$ cat config.mk
export PLATFORM = sky130hd
export DESIGN_NAME = backing_store_region_table_unit
export DESIGN_NICKNAME = d
export VERILOG_FILES = /design/src/hdl/bsrt_pkg.sv /design/src/hdl/backing_store_region_table_unit.sv /design/src/hdl/bsrt_ram.sv /design/src/hdl/bsrt_dir.sv
export SDC_FILE = /design/constraint.sdc
export NUM_CORES = 1
export LEC_CHECK = 0
export CORE_MARGIN = 4
export CORE_UTILIZATION = 65
export CTS_BUF_LIST = sky130_fd_sc_hd__clkbuf_8
export CTS_CLUSTER_SIZE = 24
export DETAILED_ROUTE_END_ITERATION = 16
export DONT_BUFFER_PORTS = 1
export PLACE_DENSITY = 0.89
export REMOVE_ABC_BUFFERS = 1
export SYNTH_ARGS = -nofsm -noshare
export SYNTH_HDL_FRONTEND = slang
export SYNTH_SLANG_ARGS = --single-unit
$ cat constraint.sdc
create_clock -name i_clk -period 5.9 [get_ports i_clk]
set_clock_uncertainty 0.05 [all_clocks]
set_input_delay 0.59 -clock i_clk [delete_from_list [all_inputs] [get_ports i_clk]]
set_output_delay 0.59 -clock i_clk [all_outputs]
set_load 0.02 [all_outputs]
$ cat src/hdl/bsrt_pkg.sv
// Shared types and codes for the backing store region table.
package bsrt_pkg;

    // Operation kinds carried in the input word's tuser.
    localparam logic [1:0] K_FIND   = 2'd0;
    localparam logic [1:0] K_FREE   = 2'd1;
    localparam logic [1:0] K_LOOKUP = 2'd2;
    localparam logic [1:0] K_MAP    = 2'd3;

    // Result status codes.
    localparam logic [2:0] ST_OK         = 3'd0;
    localparam logic [2:0] ST_NO_FREE    = 3'd1;
    localparam logic [2:0] ST_NOT_MAPPED = 3'd2;
    localparam logic [2:0] ST_OUTSIDE    = 3'd3;
    localparam logic [2:0] ST_REJECTED   = 3'd4;

    localparam int BASE_W  = 20;
    localparam int PAGES_W = 9;
    localparam int OWNER_W = 6;

    // One stored range: base page and page count.
    typedef struct packed {
        logic [BASE_W-1:0]  base;
        logic [PAGES_W-1:0] pages;
    } t_range;

    // Directory update request.
    typedef struct packed {
        logic set_en;
        logic clr_en;
    } t_dir_cmd;

    // Directory search flags.
    typedef struct packed {
        logic free_hit;
        logic own_hit;
        logic sel_mapped;
    } t_dir_res;

endpackage

$ cat src/hdl/backing_store_region_table_unit.sv
// Top level of the backing store region table.
//
// One input word on the s_axis channel carries an operation (tuser) and its
// operands (tdata); each produces exactly one result word on m_axis.
// Operations: find the lowest free store, free a store, map a store to an
// owner and page range, or look up a virtual address for an owner.
// Mapped flags and owners sit in flip-flops and are searched in parallel;
// base page and page count sit in a synchronous memory with a registered read.
// Find, free and map pass from acceptance through the execute state to a
// result in the output register; lookup adds a compare state after it, the
// extra step being the memory read of the chosen store's range. One item is
// in flight at a time, so no new word is taken until the last result is registered.
// The output register lets a new word be accepted while a result waits.
// If m_axis stalls, the finished operation holds before committing, so the
// table is updated exactly once per word.
// Reset clears every mapped flag; owners and ranges are rewritten by a map
// before they are ever read, so no clearing pass is needed.
module backing_store_region_table_unit
    import bsrt_pkg::*;
#(
    parameter int NUM_STORES  = 8,
    parameter int STORE_PAGES = 256,
    parameter int PAGE_BYTES  = 4096
) (
    input  logic        i_clk,
    input  logic        i_rst_n,
    input  logic        s_axis_tvalid,
    output logic        s_axis_tready,
    // store_sel[2:0], owner_id[8:3], virt_addr[40:9], base_page[60:41],
    // page_count[69:61], zero pad[71:70]
    input  logic [71:0] s_axis_tdata,
    // kind[1:0]
    input  logic [1:0]  s_axis_tuser,
    output logic        m_axis_tvalid,
    input  logic        m_axis_tready,
    // status[2:0], store_found[5:3], page_offset[13:6], zero pad[15:14]
    output logic [15:0] m_axis_tdata
);

    localparam int IW  = (NUM_STORES > 1) ? $clog2(NUM_STORES) : 1;
    localparam int PSH = $clog2(PAGE_BYTES);
    localparam int CW  = 34;

    localparam logic [1:0] S_IDLE = 2'd0;
    localparam logic [1:0] S_EXEC = 2'd1;
    localparam logic [1:0] S_CMP  = 2'd2;

    logic [1:0]         r_state, n_state;
    logic [1:0]         r_kind;
    logic [2:0]         r_sel;
    logic [OWNER_W-1:0] r_owner;
    logic [31:0]        r_vaddr;
    logic [BASE_W-1:0]  r_base;
    logic [PAGES_W-1:0] r_count;
    logic [IW-1:0]      r_pick;
    logic               r_own_hit;
    logic               r_m_valid, n_m_valid;
    logic [15:0]        r_m_data, n_m_data;

    t_dir_cmd      dir_cmd;
    t_dir_res      dir_res;
    logic [IW-1:0] sel_idx;
    logic [IW-1:0] free_idx;
    logic [IW-1:0] own_idx;
    logic          sel_in_range;
    logic          count_ok;
    logic          out_free;
    logic          ram_we;
    logic          ram_re;
    t_range        ram_wdata;
    t_range        ram_rdata;
    logic [6:0]    sel_ext;
    logic [CW-1:0] page_w;
    logic [CW-1:0] lo_w;
    logic [CW-1:0] hi_w;
    logic [CW-1:0] off_w;
    logic          in_range;
    logic [6:0]    pick_ext;
    logic [6:0]    free_ext;

    assign s_axis_tready = (r_state == S_IDLE);
    assign out_free      = !r_m_valid || m_axis_tready;

    assign sel_ext      = {4'd0, r_sel};
    assign sel_idx      = sel_ext[IW-1:0];
    assign sel_in_range = sel_ext < 7'(NUM_STORES);
    assign count_ok     = (r_count != '0) && (13'(r_count) <= 13'(STORE_PAGES));
    assign pick_ext     = 7'(r_pick);
    assign free_ext     = 7'(free_idx);

    bsrt_dir #(
        .NUM (NUM_STORES),
        .IW  (IW)
    ) u_dir (
        .i_clk      (i_clk),
        .i_rst_n    (i_rst_n),
        .i_cmd      (dir_cmd),
        .i_sel      (sel_idx),
        .i_owner    (r_owner),
        .o_res      (dir_res),
        .o_free_idx (free_idx),
        .o_own_idx  (own_idx)
    );

    assign ram_wdata.base  = r_base;
    assign ram_wdata.pages = r_count;

    bsrt_ram #(
        .DEPTH (NUM_STORES),
        .AW    (IW)
    ) u_ram (
        .i_clk   (i_clk),
        .i_we    (ram_we),
        .i_waddr (sel_idx),
        .i_wdata (ram_wdata),
        .i_re    (ram_re),
        .i_raddr (own_idx),
        .o_rdata (ram_rdata)
    );

    // Range check, widened so base + pages cannot wrap.
    assign page_w   = CW'(r_vaddr >> PSH);
    assign lo_w     = CW'(ram_rdata.base);
    assign hi_w     = lo_w + CW'(ram_rdata.pages);
    assign in_range = (page_w >= lo_w) && (page_w < hi_w);
    assign off_w    = page_w - lo_w;

    always_comb begin
        n_state   = r_state;
        n_m_valid = r_m_valid;
        n_m_data  = r_m_data;
        dir_cmd   = '0;
        ram_we    = 1'b0;
        ram_re    = 1'b0;

        if (r_m_valid && m_axis_tready) begin
            n_m_valid = 1'b0;
        end

        case (r_state)
            S_IDLE: begin
                if (s_axis_tvalid) begin
                    n_state = S_EXEC;
                end
            end
            S_EXEC: begin
                if (r_kind == K_LOOKUP) begin
                    ram_re  = 1'b1;
                    n_state = S_CMP;
                end else if (out_free) begin
                    n_m_valid = 1'b1;
                    n_state   = S_IDLE;
                    n_m_data  = {13'd0, ST_OK};
                    case (r_kind)
                        K_FIND: begin
                            if (dir_res.free_hit) begin
                                n_m_data = {10'd0, free_ext[2:0], ST_OK};
                            end else begin
                                n_m_data = {13'd0, ST_NO_FREE};
                            end
                        end
                        K_FREE: begin
                            dir_cmd.clr_en = sel_in_range;
                        end
                        K_MAP: begin
                            if (sel_in_range && !dir_res.sel_mapped && count_ok) begin
                                dir_cmd.set_en = 1'b1;
                                ram_we         = 1'b1;
                            end else begin
                                n_m_data = {13'd0, ST_REJECTED};
                            end
                        end
                        default: begin
                            n_m_data = {13'd0, ST_OK};
                        end
                    endcase
                end
            end
            S_CMP: begin
                if (out_free) begin
                    n_m_valid = 1'b1;
                    n_state   = S_IDLE;
                    if (!r_own_hit) begin
                        n_m_data = {13'd0, ST_NOT_MAPPED};
                    end else if (in_range) begin
                        n_m_data = {2'd0, off_w[7:0], pick_ext[2:0], ST_OK};
                    end else begin
                        n_m_data = {10'd0, pick_ext[2:0], ST_OUTSIDE};
                    end
                end
            end
            default: begin
                n_state = S_IDLE;
            end
        endcase
    end

    always_ff @(posedge i_clk) begin
        if (!i_rst_n) begin
            r_state   <= S_IDLE;
            r_m_valid <= 1'b0;
        end else begin
            r_state   <= n_state;
            r_m_valid <= n_m_valid;
        end
    end

    always_ff @(posedge i_clk) begin
        r_m_data <= n_m_data;
        if (s_axis_tvalid && s_axis_tready) begin
            r_kind  <= s_axis_tuser;
            r_sel   <= s_axis_tdata[2:0];
            r_owner <= s_axis_tdata[8:3];
            r_vaddr <= s_axis_tdata[40:9];
            r_base  <= s_axis_tdata[60:41];
            r_count <= s_axis_tdata[69:61];
        end
        if (r_state == S_EXEC) begin
            r_pick    <= own_idx;
            r_own_hit <= dir_res.own_hit;
        end
    end

    assign m_axis_tvalid = r_m_valid;
    assign m_axis_tdata  = r_m_data;

endmodule

$ cat src/hdl/bsrt_ram.sv
// Range memory: base page and page count of each store, registered read.
module bsrt_ram
    import bsrt_pkg::*;
#(
    parameter int DEPTH = 8,
    parameter int AW    = 3
) (
    input  logic          i_clk,
    input  logic          i_we,
    input  logic [AW-1:0] i_waddr,
    input  t_range        i_wdata,
    input  logic          i_re,
    input  logic [AW-1:0] i_raddr,
    output t_range        o_rdata
);

    t_range r_mem [DEPTH];
    t_range r_rdata;

    always_ff @(posedge i_clk) begin
        if (i_we) begin
            r_mem[i_waddr] <= i_wdata;
        end
    end

    // Read data holds while no read is issued, so a stalled result stays intact.
    always_ff @(posedge i_clk) begin
        if (i_re) begin
            r_rdata <= r_mem[i_raddr];
        end
    end

    assign o_rdata = r_rdata;

endmodule

$ cat src/hdl/bsrt_dir.sv
// Store directory: mapped flags and owners with priority search.
module bsrt_dir
    import bsrt_pkg::*;
#(
    parameter int NUM = 8,
    parameter int IW  = 3
) (
    input  logic               i_clk,
    input  logic               i_rst_n,
    input  t_dir_cmd           i_cmd,
    input  logic [IW-1:0]      i_sel,
    input  logic [OWNER_W-1:0] i_owner,
    output t_dir_res           o_res,
    output logic [IW-1:0]      o_free_idx,
    output logic [IW-1:0]      o_own_idx
);

    logic [NUM-1:0]     r_mapped;
    logic [OWNER_W-1:0] r_owner [NUM];

    always_ff @(posedge i_clk) begin
        if (!i_rst_n) begin
            r_mapped <= '0;
        end else if (i_cmd.set_en) begin
            r_mapped[i_sel] <= 1'b1;
        end else if (i_cmd.clr_en) begin
            r_mapped[i_sel] <= 1'b0;
        end
    end

    always_ff @(posedge i_clk) begin
        if (i_cmd.set_en) begin
            r_owner[i_sel] <= i_owner;
        end
    end

    // Lowest index wins: scan from the top so lower entries overwrite.
    always_comb begin
        o_res.free_hit = 1'b0;
        o_res.own_hit  = 1'b0;
        o_free_idx     = '0;
        o_own_idx      = '0;
        for (int k = NUM - 1; k >= 0; k--) begin
            if (!r_mapped[k]) begin
                o_res.free_hit = 1'b1;
                o_free_idx     = IW'(k);
            end
            if (r_mapped[k] && (r_owner[k] == i_owner)) begin
                o_res.own_hit = 1'b1;
                o_own_idx     = IW'(k);
            end
        end
        o_res.sel_mapped = r_mapped[i_sel];
    end

endmodule
==> impl_metrics.py, run 1 <==
metrics = {
    "cts": {
        "clk_pin_slew_ns": 0.07,
        "worst_skew_pair.late_latency_ns": 0.61,
        "post_cts_buffers": 0,
        "cts_root_buf": "clkbuf_8",
        "tritoncts": "done",
        "cts_buffer_depth": 3,
        "cts.sinks": 398,
        "cts_buffers": 61,
        "htree_levels": 2,
    },
    "pwr": {
        "leakagePower_nw": 7.34,
        "power.density_nw_per_um2": 293,
        "ir_drop_mv": 0.226,
        "p_total_mw": 5.47,
    },
    "yosys": {
        "synth_top_family_by_area": "compound AO/OA/AOI/OAI gates",
        "yosys_most_used_dff": "edfxtp_1",
        "yosys_warnings": 0,
        "synth_edf_count": 387,
        "synth_top_area_share_pct": 68.4,
        "synthMuxAreaShare_pct": 6.83,
        "syn_area_um2": 17000,
        "post_synth_main_area_contributors": "edfxtp_1 68%, mux2i_1 6.8%, ha_1 4.1%",
        "synth_compound_area_share_pct": 8.00,
        "avgSynthCellArea_um2": 16.8,
        "synthCells": 1015,
        "synth_xor_area_share_pct": 3.70,
        "ys_seq_area_share_pct": 69.6,
        "synth-simple-area-share_pct": 4.57,
        "yosysUniqueCellTypes": 68,
        "synth_fa_ha_area_share_pct": 4.36,
        "yosysTopAreaCell": "edfxtp_1",
        "ys_ff_latch": 398,
        "synthArstFlopShare_pct": 0,
    },
    "placement": {
        "dp.cells": 1329,
        "port_buffers": 0,
        "place_area_um2": 17300,
        "pre_cts_ws_ns": 1.54,
        "place.gp.congestion": 0.832,
        "post-dp-hpwl_mm": 19.6,
    },
    "floorplanning": {
        "initial_core_util_pct": 66.7,
        "core_um2": 25500,
        "fp.dieH_um": 170,
        "num_io_pins": 96,
        "fp-row-count": 58,
        "die_area_um2": 28800,
        "die_w_um": 170,
    },
    "layout": {
        "fin_nets": 1221,
        "seq_area_um2": 11800,
        "fin_cells": 1467,
        "multi_input_area_um2": 4770,
        "fillers": 1454,
        "diodes": 0,
        "drive_gt1_share_pct": 13.1,
        "fin_area_um2": 18700,
        "synthToLayoutAreaGrowth_pct": 9.77,
        "final_util_pct": 73.3,
    },
    "drt": {
        "drc_errors": 0,
        "totalWireLength_mm": 34.0,
        "vias": 9271,
        "drtIter0Drc": 900,
        "drt-wirelength-per-cell_um": 23.2,
        "dr.pass1.iters": 5,
        "vias_per_cell": 6.32,
        "ant_nets": 0,
    },
    "hold_path": {
        "holdCritStartpoint": "s_axis_tdata[46]",
        "hold_depth": 0,
        "min_path_type": "input pin to register",
        "min_to": "r_base[5]",
    },
    "global_route": {
        "grt_overflow": 0,
        "globalRouteTotalUtil_pct": 23.4,
        "grt_pass1_wl_mm": 51.7,
        "grt_max_degree": 37,
        "grt_pass1_vias": 9358,
        "antenna_found_initial": 0,
    },
    "job": {
        "max_cap_viol_count": 0,
    },
    "timing": {
        "relSlewSlack_pct": 24.5,
        "period_share_pct": 74.6,
        "drv_slew": 0,
        "fmax_mhz": 227,
        "totalNegativeSetupSlack_ns": 0,
        "worstMarginPinSlew_ns": 1.13,
        "rsz0062_at_grt": "false",
        "worst_slack_ns": 1.50,
        "whs_ns": 0.0296,
        "setup_viol": 0,
        "final-hold-violation-count": 0,
        "fin_crit_ns": 4.40,
    },
    "outcome": {
        "outcome": "complete, no violations",
    },
    "critical_path": {
        "critical_path_class": "register to register",
        "end_kind": "register",
        "critPathMaxFanout": 10,
        "r2r_end": "m_axis_tdata[8]",
        "r2r_cells": 17,
        "crit_path_start_kind": "register",
        "reg2reg_slack_ns": 1.50,
        "arrival_ns": 4.77,
        "rr_startpoint": "u_ram.o_rdata[10]",
        "crit_required_ns": 6.27,
    },
}
-- flip-flops by register name, summed over array words and instances (netlist names), 6 cells and up, named ones only --
| signal | cells |
|---|---|
| u_dir.r_owner | 48 |
| u_ram.o_rdata | 29 |
| r_owner | 6 |
| r_vaddr | 20 |
| m_axis_tdata | 14 |
| r_base | 20 |
| r_count | 9 |
| u_ram.r_mem | 232 |
-- final cells by class --
class / instances / area share, %
clock buffer: 64 / 4.72
timing repair buffer: 41 / 1.96
tap: 330 / 2.21
inverter: 40 / 0.805
clock inverter: 51 / 1.31
sequential: 398 / 63.5
multi-input combinational: 543 / 25.5
-- placed cells by master, fill, tap and decap left out, types with 19 or more instances in the layout --
master,synthesis,routed
edfxtp_1,387,387
mux2i_1,116,116
clkbuf_8,0,64
inv_1,40,61
ha_1,56,56
xnor2_1,41,41
xor2_1,29,29
a22o_1,29,29
a221oi_2,29,29
dlygate4sd3_1,0,23
a21oi_1,20,20
nor2_1,30,19
nand2_1,19,19
clkinv_1,0,19
-- cells by family after synthesis --
logic type | Yosys count
AND/OR/NAND/NOR | 139
buffers and inverters | 75
other | 1
AO/OA/AOI/OAI | 157
flip-flops | 398
XOR/XNOR | 71
multiplexers | 116
adder cells (fa/ha/maj) | 58
-- worst max path at each step --
stage                 startpoint                end  slack, ns  depth (start not counted)
6_report       u_ram.o_rdata[10]    m_axis_tdata[8]       1.50                         17
5_1_grt         u_ram.o_rdata[9]    m_axis_tdata[8]       1.27                         20
4_1_cts        u_ram.o_rdata[10]    m_axis_tdata[8]       1.52                         17
3_5_place_dp   u_ram.o_rdata[10]    m_axis_tdata[8]       1.54                         17
3_3_place_gp   u_ram.o_rdata[10]    m_axis_tdata[8]       1.65                         17
2_1_floorplan         r_owner[3]  u_ram.o_rdata[27]      -3.30                          6
-- timing repair --
| action | CTS | global route |
|---|---|---|
| setup endpoints to repair | 0 | 0 |
| hold endpoints to repair | 23 | 0 |
| hold buffers | 23 | 0 |
| resized for setup | 0 | 0 |
-- routing by layer --
layer | up-vias | track usage [%] | wire length [um] | share of wire (%)
met3 | 87 | 4.96 | 2710 | 8.0
met1 | 4596 | 31.0 | 13600 | 40
met4 | 0 | 9.28 | 1020 | 3.0
li1 | 4130 | - | - | -
met5 | - | 0 | 0 | 0
met2 | 458 | 38.6 | 16700 | 49
-- where the power goes --
group / switching, mW / internal [mW]
combinational: 0.0930 / 0.0692
sequential: 0.0673 / 3.15
clock: 1.03 / 1.05
total: 1.19 / 4.28
-- synthesized netlist by cell type, types with 4 or more instances --
cell      number
edfxtp_1     387
xnor2_1       41
a21oi_1       20
inv_1         40
o22ai_1        5
buf_4          4
a21o_1        14
a22o_1        29
nand3b_1       4
buf_2          6
mux2i_1      116
dfxtp_1       11
nand2b_1       6
buf_8          4
nand2_1       19
clkbuf_1       6
o21ai_0       17
nand3_1        8
nor3_1        17
ha_1          56
nor4_1         9
xor2_1        29
nor2_1        30
nor2b_1        9
nand4_1       16
a221oi_2      29
buf_6         12
o21a_1        18
-- critical path, cell delays in order (launching register included) --
cell and delay [ns]:
edfxtp_1 0.45, ha_1 0.31, a21o_1 0.18, a21oi_1 0.22, o21ai_1 0.12, a2111o_1 0.44, a31o_2 0.25, a21oi_2 0.29
nor3_1 0.10, xnor2_1 0.15, ha_1 0.31, a21o_1 0.17, a21oi_1 0.12, o21ai_0 0.08, a21oi_1 0.19, nor3_1 0.07
o32a_1 0.35, nor4_1 0.37
Power figures use the tool's default switching activity.
==> inputs of run 2 (changes only) <==
Settings changed: CORE_UTILIZATION 65 to 60, PLACE_DENSITY 0.89 to 0.87.
Clock period 5.9 ns to 3.7 ns, I/O delays scaled along.
==> run 2 against run 1 <==
Compared with the run above: the flow now finishes with violations (negative setup slack); design area is 5.6% higher; die area up 7.9%; register-to-register slack lost 1.7 ns; maximum frequency grew 12%.
==> impl_metrics.py, run 2 (same netlist as run 1, synthesis figures left out) <==
metrics = {
    "critical_path": {
        "crit_path_start_kind": "register",
        "arrival_ns": 4.22,
        "end_kind": "register",
        "crit_required_ns": 4.01,
        "critical_path_class": "register to register",
        "critPathMaxFanout": 5,
    },
    "cts": {
        "cts_root_buf": "clkbuf_8",
        "cts.sinks": 398,
        "cts_buffers": 60,
        "clk_pin_slew_ns": 0.07,
        "worst_skew_pair.late_latency_ns": 0.61,
        "cts_buffer_depth": 3,
        "tritoncts": "done",
        "htree_levels": 2,
    },
    "hold_path": {
        "min_path_type": "input pin to register",
    },
    "floorplanning": {
        "fp-row-count": 61,
        "fp.dieH_um": 176,
        "die_w_um": 176,
        "core_um2": 27900,
        "die_area_um2": 31100,
        "initial_core_util_pct": 61.0,
        "num_io_pins": 96,
    },
    "layout": {
        "largest-register": "u_ram.r_mem",
        "drive_gt1_share_pct": 17.5,
        "mostFrequentLayoutCell": "edfxtp_1",
        "diodes": 0,
        "synthToLayoutAreaGrowth_pct": 15.9,
        "fin_nets": 1302,
        "largest_register_ffs": 232,
        "final_cell_mix": "387 x edfxtp_1, 116 x mux2i_1, 62 x dlygate4sd3_1",
    },
    "drt": {
        "drt-wirelength-per-cell_um": 21.2,
        "ant_nets": 0,
        "dr.pass1.iters": 5,
        "vias_per_cell": 5.82,
        "drtIter0Drc": 650,
        "vias": 9278,
        "totalWireLength_mm": 33.8,
        "drc_errors": 0,
    },
    "pwr": {
        "leakagePower_nw": 7.76,
        "sequentialPowerShare_pct": 58.4,
        "power.internal_mw": 6.86,
        "swShare_pct": 21.9,
        "power.density_nw_per_um2": 445,
        "p_sw_mw": 1.92,
        "p_total_mw": 8.78,
        "p_comb_share_pct": 4.0,
        "ir_drop_mv": 0.242,
        "clock_power_share_pct": 37.6,
    },
    "timing": {
        "period_share_pct": 106,
        "drv_slew": 0,
        "worstMarginPinSlew_ns": 0.774,
        "setup_viol": 10,
        "fin_crit_ns": 3.92,
        "rsz0062_at_grt": "true",
        "fmax_mhz": 255,
        "relSlewSlack_pct": 48.4,
        "worst_slack_ns": -0.217,
        "final-hold-violation-count": 0,
    },
    "job": {
        "max_cap_viol_count": 0,
    },
    "global_route": {
        "globalRouteTotalUtil_pct": 21.4,
        "grt_overflow": 0,
        "grt_pass1_vias": 9465,
        "grt_max_degree": 45,
        "grt_pass1_wl_mm": 51.5,
        "antenna_found_initial": 0,
    },
    "placement": {
        "post-dp-hpwl_mm": 19.4,
        "place.gp.congestion": 0.866,
        "pre_cts_ws_ns": -0.450,
        "port_buffers": 0,
    },
    "outcome": {
        "outcome": "finished, violations left",
        "violations": "negative setup slack",
    },
}
## run 2: through the flow
step	hold slack (ns)	util (%)	TNS, ns	instances	area [um^2]
3_5_place_dp	0.419	63.7	-3.78	1405	17700
3_3_place_gp	0.419	63.7	-2.43	1405	17700
6_report	0.0404	70.8	-1.80	1594	19700
5_1_grt	0.0367	70.8	-3.56	1594	19700
2_1_floorplan	0.419	-	-164.40	981	16700
4_1_cts	0.0149	70.5	-1.22	1589	19600
## run 2: final timing paths
check	start	end	slack [ns]	depth (start not counted)
max reg2reg	u_ram.o_rdata[9]	m_axis_tdata[8]	-0.22	20
min	m_axis_tready	m_axis_tvalid	0.04	2
min reg2reg	r_pick[1]	m_axis_tdata[4]	0.52	2
max	u_ram.o_rdata[9]	m_axis_tdata[8]	-0.22	20
## run 2: worst max-delay path, stage by stage, from the launching register on
cell	delay, ns
edfxtp_1	0.36
ha_2	0.20
inv_2	0.04
fa_2	0.34
nor2b_2	0.14
o21ai_2	0.09
a21boi_2	0.17
o211ai_1	0.14
a21boi_1	0.24
o21a_1	0.18
buf_4	0.13
o2111ai_2	0.10
xnor2_1	0.15
ha_1	0.31
nand4_1	0.17
nor2_2	0.18
a21oi_2	0.08
nor3_4	0.20
o32a_4	0.26
buf_4	0.12
nor4_2	0.03
## run 2: power by group through the flow
stage,Combinational (mW),Clock [mW],Sequential (mW)
CTS,0.337,3.35,5.12
finish,0.351,3.30,5.12
global route,0.382,3.57,5.13
floorplan,0.180,0,5.19
global placement,0.254,0,5.21
detailed placement,0.265,0,5.22
## run 2: area by class of cell
class / count / area [um^2]
flip-flops and latches: 398 / 11800
fillers: 1599 / 8150
multi-input cells: 544 / 4900
repair buffers: 122 / 1240
clock buffers: 60 / 826
well taps: 378 / 473
clock inverters: 52 / 279
inverters: 40 / 150
## run 2: per-layer routing
| metal | vias up | share of wire (%) | GRT usage (%) | wire (um) |
|---|---|---|---|---|
| met5 | - | 0 | 0 | 0 |
| met4 | 0 | 2.7 | 7.16 | 915 |
| met1 | 4526 | 41 | 28.3 | 14000 |
| li1 | 4280 | - | - | - |
| met3 | 72 | 6.5 | 3.77 | 2190 |
| met2 | 400 | 49 | 36.4 | 16700 |
## run 2: what timing repair did
item | in CTS | in global routing
gates cloned | 1 | 0
hold buffers | 62 | 0
endpoints found under the setup margin | 10 | 12
resized for setup | 24 | 10
setup buffers | 9 | 5
pin swaps | 14 | 6
endpoints found under the hold margin | 71 | 0
